File: src/sv/wra_pkg.sv
`default_nettype none

package wra_pkg;

  localparam int WINDOW_LEN = 32;
  localparam int SAMPLE_W   = 24;
  localparam int SLOT_W     = (WINDOW_LEN > 1) ? $clog2(WINDOW_LEN) : 1;
  localparam int CNT_W      = $clog2(WINDOW_LEN + 1);
  localparam int SUM_W      = SAMPLE_W + $clog2(WINDOW_LEN);
  localparam int STEP_W     = $clog2(SUM_W);
  localparam int Q_DEPTH    = 2;
  localparam int Q_PTR_W    = $clog2(Q_DEPTH);

  typedef logic signed [SAMPLE_W-1:0] sample_t;
  typedef logic signed [SUM_W-1:0]    sum_t;
  typedef logic [CNT_W-1:0]           count_t;

  // One averaging job handed from the front end to the divider.
  typedef struct packed {
    sum_t   sum;
    count_t count;
    logic   full;
  } job_t;

endpackage

`default_nettype wire

File: src/sv/wra_queue.sv
`default_nettype none

module wra_queue
  import wra_pkg::*;
(
  input  wire logic clk,
  input  wire logic rst,
  input  wire logic push,
  input  wire job_t push_job,
  output logic      full,
  output logic      valid,
  input  wire logic pop,
  output job_t      pop_job
);

  job_t                 entries [Q_DEPTH];
  logic [Q_PTR_W-1:0]   wr_ptr;
  logic [Q_PTR_W-1:0]   rd_ptr;
  logic [Q_PTR_W:0]     count;

  assign full    = (count == (Q_PTR_W+1)'(Q_DEPTH));
  assign valid   = (count != '0);
  assign pop_job = entries[rd_ptr];

  always_ff @(posedge clk) begin
    if (push && !full) begin
      entries[wr_ptr] <= push_job;
    end
  end

  always_ff @(posedge clk) begin
    if (rst) begin
      wr_ptr <= '0;
      rd_ptr <= '0;
      count  <= '0;
    end else begin
      if (push && !full) begin
        wr_ptr <= wr_ptr + 1'b1;
      end
      if (pop && valid) begin
        rd_ptr <= rd_ptr + 1'b1;
      end
      if ((push && !full) && !(pop && valid)) begin
        count <= count + 1'b1;
      end else if (!(push && !full) && (pop && valid)) begin
        count <= count - 1'b1;
      end
    end
  end

  a_no_overflow: assert property (@(posedge clk) disable iff (rst)
    count <= (Q_PTR_W+1)'(Q_DEPTH))
    else $error("queue count beyond depth");

  a_push_grows: assert property (@(posedge clk) disable iff (rst)
    (push && !full && !(pop && valid)) |=> (count == $past(count) + 1'b1))
    else $error("queue count did not follow a push");

  a_pop_needs_data: assert property (@(posedge clk) disable iff (rst)
    (count == '0) |-> !valid)
    else $error("queue shows data while empty");

endmodule

`default_nettype wire

File: src/sv/wra_front.sv
`default_nettype none

module wra_front
  import wra_pkg::*;
(
  input  wire logic     clk,
  input  wire logic     rst,
  input  wire logic     sample_valid,
  output logic          sample_stall,
  input  wire sample_t  sample,
  output logic          push,
  output job_t          push_job,
  input  wire logic     queue_full
);

  localparam logic ST_IDLE = 1'b0;
  localparam logic ST_CALC = 1'b1;

  logic    state;
  sample_t ring [WINDOW_LEN];
  sample_t old_sample;
  sample_t new_sample;
  sum_t    running_sum;
  sum_t    running_sum_next;
  count_t  fill_count;
  count_t  fill_count_next;
  logic [SLOT_W-1:0] write_slot;
  logic    was_full;

  assign sample_stall = (state != ST_IDLE);
  assign was_full     = (fill_count == CNT_W'(WINDOW_LEN));

  // Oldest sample leaves the sum only once the window is full.
  always_comb begin
    running_sum_next = running_sum + SUM_W'(new_sample);
    if (was_full) begin
      running_sum_next = running_sum_next - SUM_W'(old_sample);
    end
    fill_count_next = was_full ? fill_count : fill_count + 1'b1;
  end

  assign push           = (state == ST_CALC) && !queue_full;
  assign push_job.sum   = running_sum_next;
  assign push_job.count = fill_count_next;
  assign push_job.full  = (fill_count_next == CNT_W'(WINDOW_LEN));

  always_ff @(posedge clk) begin
    if (state == ST_IDLE) begin
      old_sample <= ring[write_slot];
      new_sample <= sample;
    end else if (push) begin
      ring[write_slot] <= new_sample;
    end
  end

  always_ff @(posedge clk) begin
    if (rst) begin
      state       <= ST_IDLE;
      running_sum <= '0;
      fill_count  <= '0;
      write_slot  <= '0;
    end else begin
      case (state)
        ST_IDLE: begin
          if (sample_valid) begin
            state <= ST_CALC;
          end
        end
        ST_CALC: begin
          if (push) begin
            state       <= ST_IDLE;
            running_sum <= running_sum_next;
            fill_count  <= fill_count_next;
            if (write_slot == SLOT_W'(WINDOW_LEN - 1)) begin
              write_slot <= '0;
            end else begin
              write_slot <= write_slot + 1'b1;
            end
          end
        end
        default: state <= ST_IDLE;
      endcase
    end
  end

  a_fill_bound: assert property (@(posedge clk) disable iff (rst)
    fill_count <= CNT_W'(WINDOW_LEN))
    else $error("fill count beyond window length");

  a_no_push_when_full: assert property (@(posedge clk) disable iff (rst)
    push |-> !queue_full)
    else $error("push into a full queue");

  a_count_nonzero: assert property (@(posedge clk) disable iff (rst)
    push |-> (push_job.count != '0))
    else $error("job with zero divisor");

endmodule

`default_nettype wire

File: src/sv/wra_back.sv
`default_nettype none

module wra_back
  import wra_pkg::*;
(
  input  wire logic clk,
  input  wire logic rst,
  input  wire logic job_valid,
  output logic      pop,
  input  wire job_t job,
  output logic      result_valid,
  input  wire logic result_stall,
  output sample_t   average,
  output logic      window_full
);

  localparam logic [1:0] B_IDLE = 2'd0;
  localparam logic [1:0] B_DIV  = 2'd1;
  localparam logic [1:0] B_HOLD = 2'd2;

  logic [1:0]        state;
  logic [SUM_W-1:0]  quo;
  logic [CNT_W:0]    rem;
  logic [CNT_W:0]    trial;
  count_t            divisor;
  logic              negative;
  logic              full_flag;
  logic [STEP_W-1:0] step;
  logic              out_free;
  logic [SUM_W-1:0]  magnitude;
  logic [SUM_W-1:0]  signed_quo;

  assign pop       = (state == B_IDLE) && job_valid;
  assign magnitude = job.sum[SUM_W-1] ? SUM_W'(-job.sum) : SUM_W'(job.sum);
  assign trial     = {rem[CNT_W-1:0], quo[SUM_W-1]};
  assign out_free  = !result_valid || !result_stall;
  assign signed_quo = negative ? (~quo + 1'b1) : quo;

  // Restoring division: one quotient bit per cycle, MSB first.
  always_ff @(posedge clk) begin
    case (state)
      B_IDLE: begin
        quo       <= magnitude;
        rem       <= '0;
        divisor   <= job.count;
        negative  <= job.sum[SUM_W-1];
        full_flag <= job.full;
      end
      B_DIV: begin
        if (trial >= {1'b0, divisor}) begin
          rem <= trial - {1'b0, divisor};
          quo <= {quo[SUM_W-2:0], 1'b1};
        end else begin
          rem <= trial;
          quo <= {quo[SUM_W-2:0], 1'b0};
        end
      end
      default: ;
    endcase
    if (state == B_HOLD && out_free) begin
      average     <= signed_quo[SAMPLE_W-1:0];
      window_full <= full_flag;
    end
  end

  always_ff @(posedge clk) begin
    if (rst) begin
      state        <= B_IDLE;
      step         <= '0;
      result_valid <= 1'b0;
    end else begin
      if (state == B_HOLD && out_free) begin
        result_valid <= 1'b1;
      end else if (result_valid && !result_stall) begin
        result_valid <= 1'b0;
      end
      case (state)
        B_IDLE: begin
          if (job_valid) begin
            state <= B_DIV;
            step  <= STEP_W'(SUM_W - 1);
          end
        end
        B_DIV: begin
          if (step == '0) begin
            state <= B_HOLD;
          end else begin
            step <= step - 1'b1;
          end
        end
        B_HOLD: begin
          if (out_free) begin
            state <= B_IDLE;
          end
        end
        default: state <= B_IDLE;
      endcase
    end
  end

  a_pop_only_idle: assert property (@(posedge clk) disable iff (rst)
    pop |=> (state == B_DIV))
    else $error("pop did not start a division");

  a_rem_below_divisor: assert property (@(posedge clk) disable iff (rst)
    (state == B_HOLD) |-> (rem < {1'b0, divisor}))
    else $error("remainder not below divisor");

  a_load_when_free: assert property (@(posedge clk) disable iff (rst)
    (state == B_HOLD && !out_free) |=> (state == B_HOLD))
    else $error("result dropped while output stalled");

endmodule

`default_nettype wire

File: src/sv/windowed_running_average.sv
`default_nettype none

// Boxcar moving-average filter over the last WINDOW_LEN signed Q16.8 samples.
//
// Input channel: sample with sample_valid / sample_stall. A transfer happens at
// a rising edge where sample_valid is high and sample_stall is low.
// Output channel: average and window_full with result_valid / result_stall,
// one result per input sample, in order.
//
// The front end takes a sample and reads the oldest ring entry in the same
// cycle, then updates the running sum; it takes a new sample only once its
// job is in the queue. The back end divides the sum by the fill count with
// a restoring divider that makes one quotient bit per cycle for a 29-bit sum
// and takes a new item only once the last result is loaded, which sets the
// sustained throughput.
//
// Reset (rst, synchronous) empties the window: the sum, fill count and write
// slot go to zero and both channels go idle. When the receiver holds
// result_stall, the result stays put, the divider finishes the next item and
// waits, and further samples collect in the two-entry queue before the input
// side stalls.
module windowed_running_average_core
  import wra_pkg::*;
(
  input  wire logic    clk,
  input  wire logic    rst,
  input  wire logic    sample_valid,
  output logic         sample_stall,
  input  wire sample_t sample,
  output logic         result_valid,
  input  wire logic    result_stall,
  output sample_t      average,
  output logic         window_full
);

  logic push;
  job_t push_job;
  logic queue_full;
  logic job_valid;
  logic pop;
  job_t job;

  // Front end: ring of samples and running sum.
  wra_front u_front (
    .clk          (clk),
    .rst          (rst),
    .sample_valid (sample_valid),
    .sample_stall (sample_stall),
    .sample       (sample),
    .push         (push),
    .push_job     (push_job),
    .queue_full   (queue_full)
  );

  // Decouples the fast front end from the slow divider.
  wra_queue u_queue (
    .clk      (clk),
    .rst      (rst),
    .push     (push),
    .push_job (push_job),
    .full     (queue_full),
    .valid    (job_valid),
    .pop      (pop),
    .pop_job  (job)
  );

  // Back end: signed division by the fill count and the output register.
  wra_back u_back (
    .clk          (clk),
    .rst          (rst),
    .job_valid    (job_valid),
    .pop          (pop),
    .job          (job),
    .result_valid (result_valid),
    .result_stall (result_stall),
    .average      (average),
    .window_full  (window_full)
  );

endmodule

`default_nettype wire
File: config.mk
export PLATFORM = sky130hd
export DESIGN_NAME = windowed_running_average_core
export DESIGN_NICKNAME = d
export VERILOG_FILES = /design/src/sv/wra_pkg.sv /design/src/sv/wra_queue.sv /design/src/sv/wra_front.sv /design/src/sv/wra_back.sv /design/src/sv/windowed_running_average.sv
export SDC_FILE = /design/constraint.sdc
export NUM_CORES = 1
export LEC_CHECK = 0
export ABC_AREA = 1
export ABC_CLOCK_PERIOD_IN_PS = 7840
export BUFFER_PORTS_ARGS = -buffer_cell sky130_fd_sc_hd__buf_2
export CAP_MARGIN = 20
export CORE_ASPECT_RATIO = 2
export CORE_MARGIN = 2
export CORE_UTILIZATION = 63
export CTS_CLUSTER_SIZE = 28
export DETAILED_ROUTE_END_ITERATION = 10
export GPL_ROUTABILITY_DRIVEN = 1
export MAX_ROUTING_LAYER = met4
export PLACE_DENSITY = 0.8
export SYNTH_ARGS = -nofsm -noshare
export SYNTH_HDL_FRONTEND = slang
export SYNTH_SLANG_ARGS = --single-unit
File: constraint.sdc
create_clock -name clk -period 7.84 [get_ports clk]
set_input_delay 0.392 -clock clk [delete_from_list [all_inputs] [get_ports clk]]
set_output_delay 0.392 -clock clk [all_outputs]
set_load 0.005 [all_outputs]
=== Word level (Yosys, flattened, before mapping) ===
Memories as Yosys holds them, arrays and structs flattened. A register that Yosys moved wholly into a read port is not among the register bits.
Index checks and enable logic that the tools add are counted.

* Register bits after elaboration: 145
* Bits in writable memories: 840
* Output and inout bits: 27
* Memories: 2

* Add/subtract/negate cells: 12
* $lt $le $gt $ge: 1
* Equal/unequal tests: 10
* Mux-type cells: 30
* Bitwise gates (word level): 2
* Reductions and logical operators: 24

{| class="wikitable"
|+ Memory list
! memory !! depth !! width !! rd ports !! clocked after memory_dff !! wr ports !! line !! text
|-
| u_front.ring || 32 || 24 || 1 || 1 || 1 || wra_front.sv:20 || <nowiki>sample_t ring [WINDOW_LEN];</nowiki>
|-
| u_queue.entries || 2 || 36 || 1 || 1 || 1 || wra_queue.sv:16 || <nowiki>job_t entries [Q_DEPTH];</nowiki>
|}

{| class="wikitable"
|+ Operator list
! operator !! number
|-
| 29-bit 2-to-1 mux || 2
|-
| 29-bit one-hot mux with 2 select lines || 1
|-
| 29-bit by 24-bit adder with 29-bit output || 1
|-
| 29-bit negator || 1
|-
| 29-bit by 24-bit subtractor with 29-bit output || 1
|-
| 24-bit by 1-bit adder with 24-bit output (second input constant) || 1
|-
| 24-bit 2-to-1 mux || 1
|-
| 24-bit inverter || 1
|-
| 5-bit 2-to-1 mux || 3
|-
| 6-bit equality test (second input constant) || 2
|-
| 1-bit 2-to-1 mux || 12
|-
| 6-bit 2-to-1 mux || 2
|-
| 6-bit one-hot mux with 2 select lines || 1
|-
| 2-bit 2-to-1 mux || 5
|-
| 5-bit one-hot mux with 2 select lines || 1
|-
| 1-bit logical AND || 8
|-
| 2-bit nonzero test || 4
|-
| 7-bit by 6-bit >= comparator with 1-bit output || 1
|-
| 6-bit by 1-bit adder with 6-bit output (second input constant) || 1
|-
| 1-bit zero test || 6
|-
| 2-bit by 1-bit inequality test with 1-bit output (second input constant) || 3
|-
| 2-bit one-hot mux with 3 select lines || 1
|-
| 3-bit AND reduction || 2
|-
| 6-bit subtractor || 1
|-
| 15 further kinds || 17
|}

=== Logic depth before layout (Yosys ltp) ===
* Depth in word-level cells: 8
* Mapped depth: 27

=== Hierarchy ===
From an unflattened synthesis, not the netlist that was laid out.

* Cell total of the unflattened synthesis: 3920
* Area total of the unflattened synthesis: 44447.6 um^2

{| class="wikitable"
|+ Modules (own cells, without submodules)
! module !! instances !! cells an instance !! area an instance (um^2) !! seq. area each (um^2)
|-
| wra_front || 1 || 3235 || 36961.7 || 25324.3
|-
| wra_back || 1 || 536 || 4490.6 || 2202.1
|-
| wra_queue || 1 || 149 || 2995.4 || 2262.2
|}

=== Worst setup path before layout ===
Ideal clock, no wire load.

* Kind: reg-to-reg
* From: register u_front.state, in the netlist u_front.sample_stall
* To: memory u_front.ring[15][0] (netlist name), enable pin
* Library setup time: 435 ps
* Arrival time: 3442 ps
* Path slack: 3963 ps
* Cell stages (with the launch flop): 6
* Buffers on the path: 1
* Clock period less this slack: 3877 ps
* Cells stage by stage: dfxtp_1 inv_1 a21oi_1 inv_1 clkbuf_1 nor3_1

* Cells in the longest elaborated chain, start to end: 4

{| class="wikitable"
|+ Ends and longest elaborated chain
! what !! line !! text
|-
| start: declaration || wra_front.sv:19 || <nowiki>logic state;</nowiki>
|-
| start signal: assignment || wra_front.sv:58 || <nowiki>state <= ST_IDLE;</nowiki>
|-
| start signal: assignment || wra_front.sv:66 || <nowiki>state <= ST_CALC;</nowiki>
|-
| start signal: assignment || wra_front.sv:71 || <nowiki>state <= ST_IDLE;</nowiki>
|-
| 1-bit logical AND || wra_front.sv:42 || <nowiki>assign push = (state == ST_CALC) && !queue_full;</nowiki>
|-
| 1-bit 2-to-1 mux || wra_front.sv:51 || <nowiki>end else if (push) begin</nowiki>
|-
| 1-bit 2-to-1 mux (*) || wra_front.sv:48 || <nowiki>if (state == ST_IDLE) begin</nowiki>
|-
| 1-bit 2-to-1 mux (not written as such) (*) || wra_front.sv:52 || <nowiki>ring[write_slot] <= new_sample;</nowiki>
|-
| end: declaration || wra_front.sv:20 ||
|}

Every way passes the cells marked *; elsewhere a longest branch is shown, timed or not.

==> qor.txt <==
Status: finished clean
Synth Flop Type: edfxtp_1
Chip width: 191 microns
Clk Latency, worst-skew pair: 0.68 ns
Fillers: 4742
Dpl cell area: 45300 sq um
Number of synthesized flops with an enable pin: 956
Ys async rst share: 0%
DR WL/cell: 25.6 microns
Clk slew on worst S/H paths: 0.07 ns
Io pins: 55
Antenna violations before repair: 0
Worst r2r path cells: 18
First-pass GRT wire length: 185000 microns
Hold Path End: u_front.new_sample[20]
Synth area leader: edfxtp_1
Class of the worst hold path: input pin to register
Antenna-violating nets left: 0
Final instance area: 48300 sq um
Power density over cell area: 320 nW/um^2
DRC: 0
CORE AREA: 68700 sq um
Max_cap viols: 0
First DRT Iteration DRCs: 3986
Post-CTS Setup Inserts: 0
Site row count: 136
Syn Area/Cell: 11.2 sq um
Largest net degree at the start of global routing: 218
Total Routing Usage GR: 36.6%
Warnings, synthesis: 0
Multi-input gate area: 12600 sq um
Largest family of logic cells by synthesized area: simple AND/OR/NAND/NOR gates
Sequential power share: 43.7%
Crit path DAT: 5.31 ns
Mux contribution to synthesized area: 0%
Worst-Margin Slew: 1.24 ns
Reg2reg end: u_queue.entries[0][35]
Worst vdd ir: 0.000278 V
Fmax: 204 MHz
Vias in the first global route: 31091
H-tree depth: 3
Crit Path Category: register to register
Sequential cell area fraction in the yosys report: 67.9%
Synthesized cell area: 43800 sq um
Largest cells by area after synthesis: edfxtp_1 65%, nand2_1 5.4%, o21ai_0 5.4%
Compound-Gate Fraction of Synth Area: 11.1%
Clk buf depth: 3
Hold-critical path depth: 1
Die footprint: 71800 sq um
Fin crit share: 62.4%
Worst Hold Slack: 0.0378 ns
Vias per Instance: 6.33
Post-Synth XOR/XNOR Area: 1.52%
FF+latch area: 29800 sq um
Starting Density: 63.8%
Net count after synthesis: 4014
Commonest non-fill, non-tap cell in the layout: edfxtp_1
Register bit count reported by yosys: 1010
Post-synth top area share: 65.5%
Final #Nets: 4078
LEAKAGE: 17.6 nW
DRT Pass-1 Iters: 6
Period minus WS final: 4.89 ns
Synth cell types: 46
Routed WL: 126000 microns
CTS Buf Count: 82
Syn Inst Count: 3909
Slew Limit Fails: 0
Max Clock Skew: 0.0254 ns
CTS tree: done
Final hold vios: 0
Via count: 31233
Setup-failing EPs final: 0
Int Power: 0.0101 W
Net Sw Power: 0.00537 W
DP HPWL: 80300 microns
Hold Crit Start: sample[20]
Post-synthesis simple-gate area fraction: 13.5%
Most frequent cells in the layout: 956 x edfxtp_1, 635 x nand2_1, 560 x nor2_1
Crit Path Max Fanout: 33
Worst endpoint required time: 8.26 ns
Sum of negative setup slack: 0 ns
Crit start category: register
Post-Synth Adder-Cell Area: 2.25%
Clock share of power: 27.0%
Die H: 377 microns
GRT overflow: 0
RSZ-0062 raised after global routing: no
Clk sinks: 1010
Sw frac: 34.7%
Worst Setup End Kind: register
Internal reg-to-reg setup slack: 2.95 ns
RR Startpoint: u_front.new_sample[20]
Slew margin rel.: 17.3%
Clk root buf: clkbuf_16
Fraction of layout cells with a size suffix above 1: 8.14%
IO Port Bufs: 54
Global placer's final weighted congestion: 1.05
Combinational power share: 29.3%
Area delta synth->final: 10.2%
## flip-flops by register name, summed over array words and instances, names as in the netlist, 5 cells and up, named ones only
name and cells:
u_back.average 24, u_back.divisor 6, u_back.quo 29, u_back.rem 6
u_back.step 5, u_front.fill_count 6, u_front.new_sample 24, u_front.old_sample 24
u_front.ring 768, u_front.running_sum 29, u_front.write_slot 5, u_queue.entries 72
## Yosys cell counts, types with 17 or more instances
master      n
nand4_1    38
and2_1     17
edfxtp_1  956
a21oi_1    93
xor2_1     56
o22ai_1   194
a22o_1     44
nor2_1    600
ha_1       74
nand3_1   116
nor3_1     23
o21ai_0   474
xnor2_1    20
nand2_1   635
clkbuf_1  144
dfxtp_1    54
buf_2      23
inv_1     241
## per-layer routing
metal	vias up	track usage, %	share of wire (%)
met3	551	6.04	8.0
li1	14004	-	-
met1	14910	36.3	31
met4	0	28.2	8.6
met5	-	-	0
met2	1768	63.5	53
## final cells by class
class	count	share of cell area, %
clock buffer	92	4.35
tap	897	2.32
multi-input combinational	2478	26.1
clock inverter	59	1.17
inverter	245	1.92
timing repair buffer	156	2.42
sequential	1010	61.7
antenna	1	0.00518
## worst max-delay path by stage
stage / slack [ns] / end / startpoint / cells past startpoint
2_1_floorplan: 3.96 / u_front.ring[15][0] / u_front.sample_stall / 5
3_3_place_gp: 3.16 / u_queue.entries[0][29] / u_front.new_sample[0] / 16
3_5_place_dp: 3.15 / u_queue.entries[0][29] / u_front.new_sample[2] / 18
4_1_cts: 3.14 / u_queue.entries[1][29] / u_front.new_sample[2] / 18
5_1_grt: 2.63 / u_queue.entries[1][35] / u_front.new_sample[20] / 19
6_report: 2.95 / u_queue.entries[0][35] / u_front.new_sample[20] / 18
## per-stage QoR
step	instances	setup WS [ns]	power, W	util, %
final	4938	2.95	0.0155	70.3
after global routing	4937	2.63	0.0161	70.3
after CTS	4934	3.14	0.0154	70.2
after detailed placement	4758	3.15	0.0113	65.9
after global placement	4758	3.16	0.0112	65.9
after floorplan	3909	3.96	0.00980	-
## cell families (layout without fill, tap and decap cells)
kind of cell               count (synthesis)  in the layout
adders and majority gates                 77             77
and+or+nand+nor                         1464           1464
buffers and inverters                    421            552
AOI/OAI and AO/OA                        861            861
DFF                                     1010           1010
xor gates and xnor gates                  76             76
other                                      0              1
## power groups by stage
stage	Sequential [W]	Clock [W]	Combinational, W
floorplan	0.00681	0	0.00299
global placement	0.00686	0	0.00429
detailed placement	0.00687	0	0.00438
CTS	0.00676	0.00419	0.00443
global route	0.00679	0.00439	0.00495
finish	0.00676	0.00418	0.00453
## worst max-delay path, stage by stage, from the launching register on
cell	delay (ns)
edfxtp_1	0.82
ha_1	0.60
nand2_1	0.26
nor2_1	0.23
nand2_1	0.07
inv_1	0.32
nand3_1	0.48
nand3_1	0.30
nand2_1	0.08
ha_1	0.40
nand2_1	0.15
nor2_1	0.17
nand2_1	0.10
nor2_1	0.11
nand2_1	0.12
nand3_1	0.15
nand3_1	0.09
nand2_1	0.08
nand2_1	0.08
## timing repair
| item | 4_1_cts | 5_1_grt |
|---|---|---|
| gates resized for setup | 0 | 0 |
| endpoints found under the hold margin | 25 | 0 |
| setup endpoints to repair | 0 | 0 |
| hold buffers | 25 | 0 |
Power figures use the tool's default switching activity.
